### config.mk
export PLATFORM = sky130hd
export DESIGN_NAME = backslash_escape_decoder_core
export DESIGN_NICKNAME = d
export VERILOG_FILES = /design/src/design/bed_pkg.sv /design/src/design/bed_front.sv /design/src/design/bed_queue.sv /design/src/design/bed_back.sv /design/src/design/backslash_escape_decoder_core.sv
export SDC_FILE = /design/constraint.sdc
export NUM_CORES = 1
export LEC_CHECK = 0
export BUFFER_PORTS_ARGS = -buffer_cell sky130_fd_sc_hd__buf_4
export CAP_MARGIN = 20
export CORE_ASPECT_RATIO = 1.25
export CORE_UTILIZATION = 47
export CTS_CLUSTER_SIZE = 14
export DETAILED_ROUTE_END_ITERATION = 12
export GPL_TIMING_DRIVEN = 0
export SYNTH_ARGS = -nofsm -noshare
export SYNTH_HDL_FRONTEND = slang
export SYNTH_SLANG_ARGS = --single-unit
### constraint.sdc
create_clock -name clk -period 5.4 [get_ports clk]
set_clock_uncertainty 0.2 [all_clocks]
set_input_delay 0 -clock clk [delete_from_list [all_inputs] [get_ports clk]]
set_output_delay 0 -clock clk [all_outputs]
set_load 0.1 [all_outputs]
### src/design/bed_pkg.sv
// ----------------------------------------------------------------------------
// bed_pkg
// Shared types and constants of the backslash escape decoder.
// ----------------------------------------------------------------------------
package bed_pkg;

  typedef enum logic [1:0] {
    MODE_TEXT = 2'd0,
    MODE_ESC  = 2'd1,
    MODE_OCT  = 2'd2
  } mode_t;

  typedef enum logic [1:0] {
    CMD_BYTE  = 2'd0,
    CMD_SPLIT = 2'd1,
    CMD_END   = 2'd2,
    CMD_NONE  = 2'd3
  } cmd_t;

  localparam int QDepth = 4;
  localparam int QAw    = $clog2(QDepth);

  typedef struct packed {
    logic       two;
    logic [7:0] b0;
    logic [7:0] b1;
  } entry_t;

  typedef struct packed {
    logic push;
    logic full;
  } front_stat_t;

  typedef struct packed {
    logic hold_valid;
    logic busy;
  } back_stat_t;

endpackage

### src/design/bed_front.sv
// ----------------------------------------------------------------------------
// bed_front
// Accepts input transfers, runs the escape decoder state and packs the
// one or two output bytes of an item into one queue entry (none for zero).
// ----------------------------------------------------------------------------
module bed_front (
  input  logic              clk,
  input  logic              rst,
  input  logic              suppress_newline,
  input  logic              in_valid,
  output logic              in_ready,
  input  logic [1:0]        cmd,
  input  logic [7:0]        ch,
  input  logic              q_full,
  output logic              push,
  output bed_pkg::entry_t   push_entry,
  output bed_pkg::front_stat_t stat
);

  localparam logic [7:0] ChBslash = 8'h5C;
  localparam logic [7:0] ChSpace  = 8'h20;
  localparam logic [7:0] ChNl     = 8'h0A;
  localparam logic [7:0] ChC      = 8'h63;
  localparam logic [7:0] ChZero   = 8'h30;

  bed_pkg::mode_t mode, mode_next;
  logic [8:0]     oct_val, oct_val_next;
  logic [1:0]     oct_cnt, oct_cnt_next;
  logic           stopped, stopped_next;

  logic [1:0] n;
  logic [7:0] o0, o1;
  logic       accept;
  logic       is_digit;
  logic [8:0] oct_shift;
  logic [7:0] pend;
  logic       has_pend;
  logic       esc_hit;
  logic [7:0] esc_byte;

  assign in_ready  = !q_full;
  assign accept    = in_valid && in_ready;
  assign is_digit  = (ch[7:3] == 5'b00110);
  assign oct_shift = {oct_val[5:0], ch[2:0]};
  assign has_pend  = (mode == bed_pkg::MODE_ESC) || (mode == bed_pkg::MODE_OCT);
  assign pend      = (mode == bed_pkg::MODE_ESC) ? ChBslash : oct_val[7:0];

  always_comb begin
    esc_hit  = 1'b1;
    esc_byte = 8'h00;
    case (ch)
      8'h61:    esc_byte = 8'h07;
      8'h62:    esc_byte = 8'h08;
      8'h66:    esc_byte = 8'h0C;
      8'h6E:    esc_byte = 8'h0A;
      8'h72:    esc_byte = 8'h0D;
      8'h74:    esc_byte = 8'h09;
      8'h76:    esc_byte = 8'h0B;
      8'h5C:    esc_byte = ChBslash;
      default:  esc_hit  = 1'b0;
    endcase
  end

  always_comb begin
    mode_next    = mode;
    oct_val_next = oct_val;
    oct_cnt_next = oct_cnt;
    stopped_next = stopped;
    n  = 2'd0;
    o0 = 8'h00;
    o1 = 8'h00;
    case (bed_pkg::cmd_t'(cmd))
      bed_pkg::CMD_END: begin
        if (!stopped) begin
          if (has_pend) begin
            o0 = pend;
            o1 = ChNl;
            n  = suppress_newline ? 2'd1 : 2'd2;
          end else begin
            o0 = ChNl;
            n  = suppress_newline ? 2'd0 : 2'd1;
          end
        end
        mode_next    = bed_pkg::MODE_TEXT;
        oct_val_next = '0;
        oct_cnt_next = '0;
        stopped_next = 1'b0;
      end
      bed_pkg::CMD_SPLIT: begin
        if (!stopped) begin
          if (has_pend) begin
            o0 = pend;
            o1 = ChSpace;
            n  = 2'd2;
          end else begin
            o0 = ChSpace;
            n  = 2'd1;
          end
          mode_next    = bed_pkg::MODE_TEXT;
          oct_val_next = '0;
          oct_cnt_next = '0;
        end
      end
      bed_pkg::CMD_BYTE: begin
        if (!stopped) begin
          case (mode)
            bed_pkg::MODE_ESC: begin
              mode_next = bed_pkg::MODE_TEXT;
              if (esc_hit) begin
                o0 = esc_byte;
                n  = 2'd1;
              end else if (ch == ChC) begin
                stopped_next = 1'b1;
              end else if (ch == ChZero) begin
                mode_next    = bed_pkg::MODE_OCT;
                oct_val_next = '0;
                oct_cnt_next = '0;
              end else begin
                o0 = ChBslash;
                o1 = ch;
                n  = 2'd2;
              end
            end
            bed_pkg::MODE_OCT: begin
              if (is_digit) begin
                if (oct_cnt == 2'd2) begin
                  o0           = oct_shift[7:0];
                  n            = 2'd1;
                  mode_next    = bed_pkg::MODE_TEXT;
                  oct_val_next = '0;
                  oct_cnt_next = '0;
                end else begin
                  oct_val_next = oct_shift;
                  oct_cnt_next = oct_cnt + 2'd1;
                end
              end else begin
                o0           = oct_val[7:0];
                oct_val_next = '0;
                oct_cnt_next = '0;
                if (ch == ChBslash) begin
                  mode_next = bed_pkg::MODE_ESC;
                  n         = 2'd1;
                end else begin
                  mode_next = bed_pkg::MODE_TEXT;
                  o1        = ch;
                  n         = 2'd2;
                end
              end
            end
            default: begin
              if (ch == ChBslash) begin
                mode_next = bed_pkg::MODE_ESC;
              end else begin
                o0 = ch;
                n  = 2'd1;
              end
            end
          endcase
        end
      end
      default: begin
      end
    endcase
  end

  assign push          = accept && (n != 2'd0);
  assign push_entry.two = n[1];
  assign push_entry.b0  = o0;
  assign push_entry.b1  = o1;
  assign stat.push      = push;
  assign stat.full      = q_full;

  always_ff @(posedge clk) begin
    if (rst) begin
      mode    <= bed_pkg::MODE_TEXT;
      oct_val <= '0;
      oct_cnt <= '0;
      stopped <= 1'b0;
    end else if (accept) begin
      mode    <= mode_next;
      oct_val <= oct_val_next;
      oct_cnt <= oct_cnt_next;
      stopped <= stopped_next;
    end
  end

endmodule

### src/design/bed_queue.sv
// ----------------------------------------------------------------------------
// bed_queue
// Small first-in first-out queue of decoded entries between front and back.
// ----------------------------------------------------------------------------
module bed_queue (
  input  logic            clk,
  input  logic            rst,
  input  logic            push,
  input  bed_pkg::entry_t push_entry,
  output logic            full,
  input  logic            pop,
  output logic            head_valid,
  output bed_pkg::entry_t head
);

  bed_pkg::entry_t mem [bed_pkg::QDepth];

  logic [bed_pkg::QAw-1:0] wptr, rptr;
  logic [bed_pkg::QAw:0]   cnt;
  logic                    do_pop;

  assign full       = (cnt == (bed_pkg::QAw+1)'(bed_pkg::QDepth));
  assign head_valid = (cnt != '0);
  assign head       = mem[rptr];
  assign do_pop     = pop && head_valid;

  always_ff @(posedge clk) begin
    if (push) begin
      mem[wptr] <= push_entry;
    end
  end

  always_ff @(posedge clk) begin
    if (rst) begin
      wptr <= '0;
      rptr <= '0;
      cnt  <= '0;
    end else begin
      if (push) begin
        wptr <= wptr + 1'b1;
      end
      if (do_pop) begin
        rptr <= rptr + 1'b1;
      end
      case ({push, do_pop})
        2'b10:   cnt <= cnt + 1'b1;
        2'b01:   cnt <= cnt - 1'b1;
        default: cnt <= cnt;
      endcase
    end
  end

endmodule

### src/design/bed_back.sv
// ----------------------------------------------------------------------------
// bed_back
// Drains queue entries into the output register, one byte per transfer,
// holding the second byte of a two-byte entry in a side register.
// ----------------------------------------------------------------------------
module bed_back (
  input  logic               clk,
  input  logic               rst,
  input  logic               head_valid,
  input  bed_pkg::entry_t    head,
  output logic               pop,
  output logic               out_valid,
  input  logic               out_ready,
  output logic [7:0]         out_byte,
  output logic               last_of_run,
  output bed_pkg::back_stat_t stat
);

  logic       hold_valid;
  logic [7:0] hold_byte;
  logic       load;

  assign load = !out_valid || out_ready;
  assign pop  = load && !hold_valid && head_valid;

  assign stat.hold_valid = hold_valid;
  assign stat.busy       = out_valid || hold_valid;

  always_ff @(posedge clk) begin
    if (rst) begin
      out_valid  <= 1'b0;
      hold_valid <= 1'b0;
    end else if (load) begin
      if (hold_valid) begin
        out_valid  <= 1'b1;
        hold_valid <= 1'b0;
      end else if (head_valid) begin
        out_valid  <= 1'b1;
        hold_valid <= head.two;
      end else begin
        out_valid  <= 1'b0;
      end
    end
  end

  always_ff @(posedge clk) begin
    if (load) begin
      if (hold_valid) begin
        out_byte    <= hold_byte;
        last_of_run <= 1'b1;
      end else if (head_valid) begin
        out_byte    <= head.b0;
        last_of_run <= !head.two;
        hold_byte   <= head.b1;
      end
    end
  end

endmodule

### src/design/backslash_escape_decoder_core.sv
// ----------------------------------------------------------------------------
// backslash_escape_decoder_core
// Echo-style backslash escape decoder. Takes one input transfer per cycle as
// long as the four-entry queue between the decoder front and the output back
// has room; an accepted item is written into the queue and is then loaded
// into the output register. The output register gives one byte per cycle
// while out_ready is high, so an item that decodes to two bytes occupies it
// for both bytes, and a long run of such items is limited by the single
// output register. Items that decode to nothing push no queue entry.
// ----------------------------------------------------------------------------
module backslash_escape_decoder_core (
  input  logic       clk,
  input  logic       rst,
  input  logic       cfg_valid,
  output logic       cfg_ready,
  input  logic       cfg_data,
  input  logic       in_valid,
  output logic       in_ready,
  input  logic [1:0] cmd,
  input  logic [7:0] ch,
  output logic       out_valid,
  input  logic       out_ready,
  output logic [7:0] out_byte,
  output logic       last_of_run
);

  logic                  suppress_newline;
  logic                  q_full;
  logic                  push;
  bed_pkg::entry_t       push_entry;
  logic                  pop;
  logic                  head_valid;
  bed_pkg::entry_t       head;
  bed_pkg::front_stat_t  front_stat;
  bed_pkg::back_stat_t   back_stat;

  assign cfg_ready = 1'b1;

  always_ff @(posedge clk) begin
    if (rst) begin
      suppress_newline <= 1'b0;
    end else if (cfg_valid && cfg_ready) begin
      suppress_newline <= cfg_data;
    end
  end

  bed_front u_front (
    .clk              (clk),
    .rst              (rst),
    .suppress_newline (suppress_newline),
    .in_valid         (in_valid),
    .in_ready         (in_ready),
    .cmd              (cmd),
    .ch               (ch),
    .q_full           (q_full),
    .push             (push),
    .push_entry       (push_entry),
    .stat             (front_stat)
  );

  bed_queue u_queue (
    .clk        (clk),
    .rst        (rst),
    .push       (push),
    .push_entry (push_entry),
    .full       (q_full),
    .pop        (pop),
    .head_valid (head_valid),
    .head       (head)
  );

  bed_back u_back (
    .clk         (clk),
    .rst         (rst),
    .head_valid  (head_valid),
    .head        (head),
    .pop         (pop),
    .out_valid   (out_valid),
    .out_ready   (out_ready),
    .out_byte    (out_byte),
    .last_of_run (last_of_run),
    .stat        (back_stat)
  );

  a_hold_behind_first: assert property (@(posedge clk) disable iff (rst)
    back_stat.hold_valid |-> (out_valid && !last_of_run))
    else $error("second byte held without a first byte on the output");

  a_no_push_when_full: assert property (@(posedge clk) disable iff (rst)
    front_stat.push |-> !front_stat.full)
    else $error("queue push while full");

  a_pair_completes: assert property (@(posedge clk) disable iff (rst)
    (out_valid && out_ready && back_stat.hold_valid) |=> (out_valid && last_of_run))
    else $error("second byte of a pair not presented after the first");

  a_idle_no_output: assert property (@(posedge clk) disable iff (rst)
    !back_stat.busy |-> !out_valid)
    else $error("output valid while back end idle");

endmodule

==> flow_metrics.env <==
export IMPL_status="completed"
export IMPL_place_gp_congestion=0.9465
export IMPL_syn_area_per_cell_um2=12.49
export IMPL_h_tree_depth=3
export IMPL_r2r_setup_slack_ns=1.32
export IMPL_first_iter_violations=207
export IMPL_die_area_um2=11830
export IMPL_layout_common_cells="85 x edfxtp_1, 37 x nand2_1, 34 x a21oi_1"
export IMPL_rsz0062_at_grt="no"
export IMPL_hold_viol=0
export IMPL_maxSlewHeadroom=0.3477
export IMPL_area_delta_synth_final_pct=14.76
export IMPL_synth_flop_cell="edfxtp_1"
export IMPL_r2r_start="u_front.mode[0]"
export IMPL_worstHoldStart="cmd[1]"
export IMPL_tritoncts="done"
export IMPL_diodes=0
export IMPL_p_leak_nw=2.100
export IMPL_drive_gt1_frac=0.2079
export IMPL_crit_path_end_kind="flip-flop"
export IMPL_worstSetupStartpointType="flip-flop"
export IMPL_finalMaxSlewViolations=0
export IMPL_cts_buffers=9
export IMPL_whs_endpoint="u_front.mode[1]"
export IMPL_ys_types=72
export IMPL_maxCapViolations=0
export IMPL_port_buffers=24
export IMPL_grt_pass1_vias=3601
export IMPL_core_area_um2=11080
export IMPL_synthTopCellsByArea="edfxtp_1 48%, dfxtp_1 9.3%, mux4_2 7.1%"
export IMPL_ctsHoldBuffers=11
export IMPL_clk_pin_slew_worst_paths_ns=0.07
export IMPL_netlist_instances=429
export IMPL_critical_path_slowest_cell="fa_1"
export IMPL_reg2reg_depth=15
export IMPL_wl_per_cell_um=20.32
export IMPL_dieHeight_um=121.4
export IMPL_nets=501
export IMPL_critPathBufInv=5
export IMPL_hold_path_depth=5
export IMPL_drc=0
export IMPL_vdd_drop_max_uv=245.9
export IMPL_path_class="flip-flop to flip-flop"
export IMPL_critPathMaxFanout=10
export IMPL_cts_root_buf="clkbuf_16"
export IMPL_setup_total_negative_slack_ns=0
export IMPL_routed_wl_um=12520
export IMPL_clock_path_buffers=2
export IMPL_postCtsSetupBuffers=0
export IMPL_grt_antenna_before_repair=0
export IMPL_synth_edff_count=85
export IMPL_synth_top_area_cell="edfxtp_1"
export IMPL_period_needed_ns=4.078
export IMPL_drt_pass1_iter_count=4
export IMPL_required_ns=5.48
export IMPL_cts_resized=0
export IMPL_fp_dieW_um=97.49
export IMPL_initial_core_util=0.4833
export IMPL_critPathTopFamily="simple AND/OR/NAND/NOR gates"
export IMPL_track_usage=0.2232
export IMPL_syn_area_um2=5356
export IMPL_clock_latency_ns=0.34
export IMPL_finalCritPeriodShare=0.7552
export IMPL_synth_seq_cells=110
export IMPL_synthArstFlopShare=0
export IMPL_clock_sinks=110
export IMPL_hold_class="input pin to flip-flop"
export IMPL_fin_ws_ns=1.322
export IMPL_ant_nets=0
export IMPL_grt_start_max_net_pins=19
export IMPL_worst_pin_slew_ns=0.9785
export IMPL_synth_fp_nets=454
export IMPL_dpl_hpwl_um=9068
export IMPL_io_pins=28
export IMPL_vias=3669
export IMPL_cp_arrival_ns=4.15
export IMPL_vias_per_cell=5.956
export IMPL_grt_pass1_wl_um=19580
export IMPL_path_cells="inv_1, ha_1, buf_6, nor4_2, buf_2, nand4_1, or3_1, buf_2, a31oi_2, inv_1, ha_1, fa_1, xnor2_1, or3_1, a21oi_1"
export IMPL_max_freq_mhz=245.2
export IMPL_yosysWarningCount=0
export IMPL_grt_overflow_total=0
export IMPL_powerDensity_nw_per_um2=421.8
export IMPL_layout_commonest_cell="edfxtp_1"
export IMPL_row_count=43
export IMPL_final_util=0.5546
export IMPL_yosysTopAreaCellShare=0.4765
export IMPL_ys_seq_area_frac=0.5700
export IMPL_place_ws_ns=1.256
export IMPL_fill_cells=941
export IMPL_reg2reg_to="u_queue.cnt[2]"
export IMPL_setup_violations=0
export IMPL_crit_path_max_incr_delay_ns=0.44
sequential cells by signal, summed over array words and instances, names as in the netlist, 3 cells and up, named ones only:
register / count
u_queue.mem: 68
u_back.hold_byte: 8
u_back.out_byte: 8
u_front.oct_val: 8
u_queue.cnt: 3
worst max-delay path by stage:
stage                                from             end  slack [ns]  cells past startpoint
after floorplan           u_front.mode[0]  u_queue.cnt[2]        1.77                     15
after global placement    u_front.mode[0]  u_queue.cnt[2]        1.33                     15
after detailed placement  u_front.mode[0]  u_queue.cnt[2]        1.26                     15
after CTS                 u_front.mode[0]  u_queue.cnt[2]        1.24                     15
after global routing      u_front.mode[0]  u_queue.cnt[2]        1.02                     15
final                     u_front.mode[0]  u_queue.cnt[2]        1.32                     15
per-layer routing:
layer | wire length (um) | global-route usage | part of all wire
met1 | 5095 | 0.2633 | 0.41
met3 | 481 | 0.03687 | 0.038
met4 | 387 | 0.09926 | 0.031
met5 | 0 | 0 | 0
met2 | 6552 | 0.3995 | 0.52
metrics by stage:
stage / instances / area, um^2 / power [mW] / hold slack [ns]
detailed placement: 589 / 5722 / 1.931 / 0.02313
CTS: 616 / 6147 / 2.624 / 0.001758
floorplan: 429 / 5356 / 1.737 / -0.09438
finish: 616 / 6147 / 2.593 / 0.01286
global placement: 588 / 5705 / 1.907 / 0.01544
global route: 616 / 6147 / 2.706 / 0.02525
kinds of logic (layout without fill, tap and decap cells):
kind of cell	Yosys count	after routing	share of synthesized area
compound gates	80	80	0.09834
flops	110	110	0.5700
fa+ha+maj	9	9	0.02243
mux	29	29	0.09577
xor+xnor	6	6	0.009811
buf+inv	42	94	0.04508
other cells	1	1	0.0007001
simple gates	152	152	0.1579
area by class of cell:
type,count,area (um^2),share of cell area
sequential,110,3053,0.4966
buffer,27,185.2,0.03012
timing repair buffer,36,301.5,0.04905
inverter,15,56.30,0.009159
tap,135,168.9,0.02748
clock buffer,11,254.0,0.04132
clock inverter,5,61.31,0.009974
multi-input combinational,277,2067,0.3363
worst reg2reg max path, cell delays in order (launching register included):
cell and delay (ns):
dfxtp_1 0.35, inv_1 0.05, ha_1 0.29, buf_6 0.14, nor4_2 0.28, buf_2 0.29
nand4_1 0.18, or3_1 0.38, buf_2 0.18, a31oi_2 0.21, inv_1 0.15, ha_1 0.27
fa_1 0.44, xnor2_1 0.15, or3_1 0.31, a21oi_1 0.14
power breakdown:
group	internal, mW	switching [mW]	total, mW
clock network	0.393	0.295	0.687
logic	0.253	0.548	0.801
registers	1.06	0.0411	1.10
cells in the mapped netlist, drive strengths merged (3+ instances only):
library cell / number
edfxtp: 85
nand2: 37
a21oi: 34
nor2: 31
dfxtp: 25
nand3: 18
mux4: 17
clkbuf: 14
inv: 14
buf: 13
o21ai: 12
ha: 8
mux2: 8
and2: 7
nand3b: 7
nand4: 7
nor2b: 7
nor3: 7
nor3b: 5
or3: 5
a31oi: 4
mux2i: 4
nor4: 4
xnor2: 4
a22oi: 3
and3: 3
o211ai: 3
Note: power is estimated with default switching activity, not from simulation.
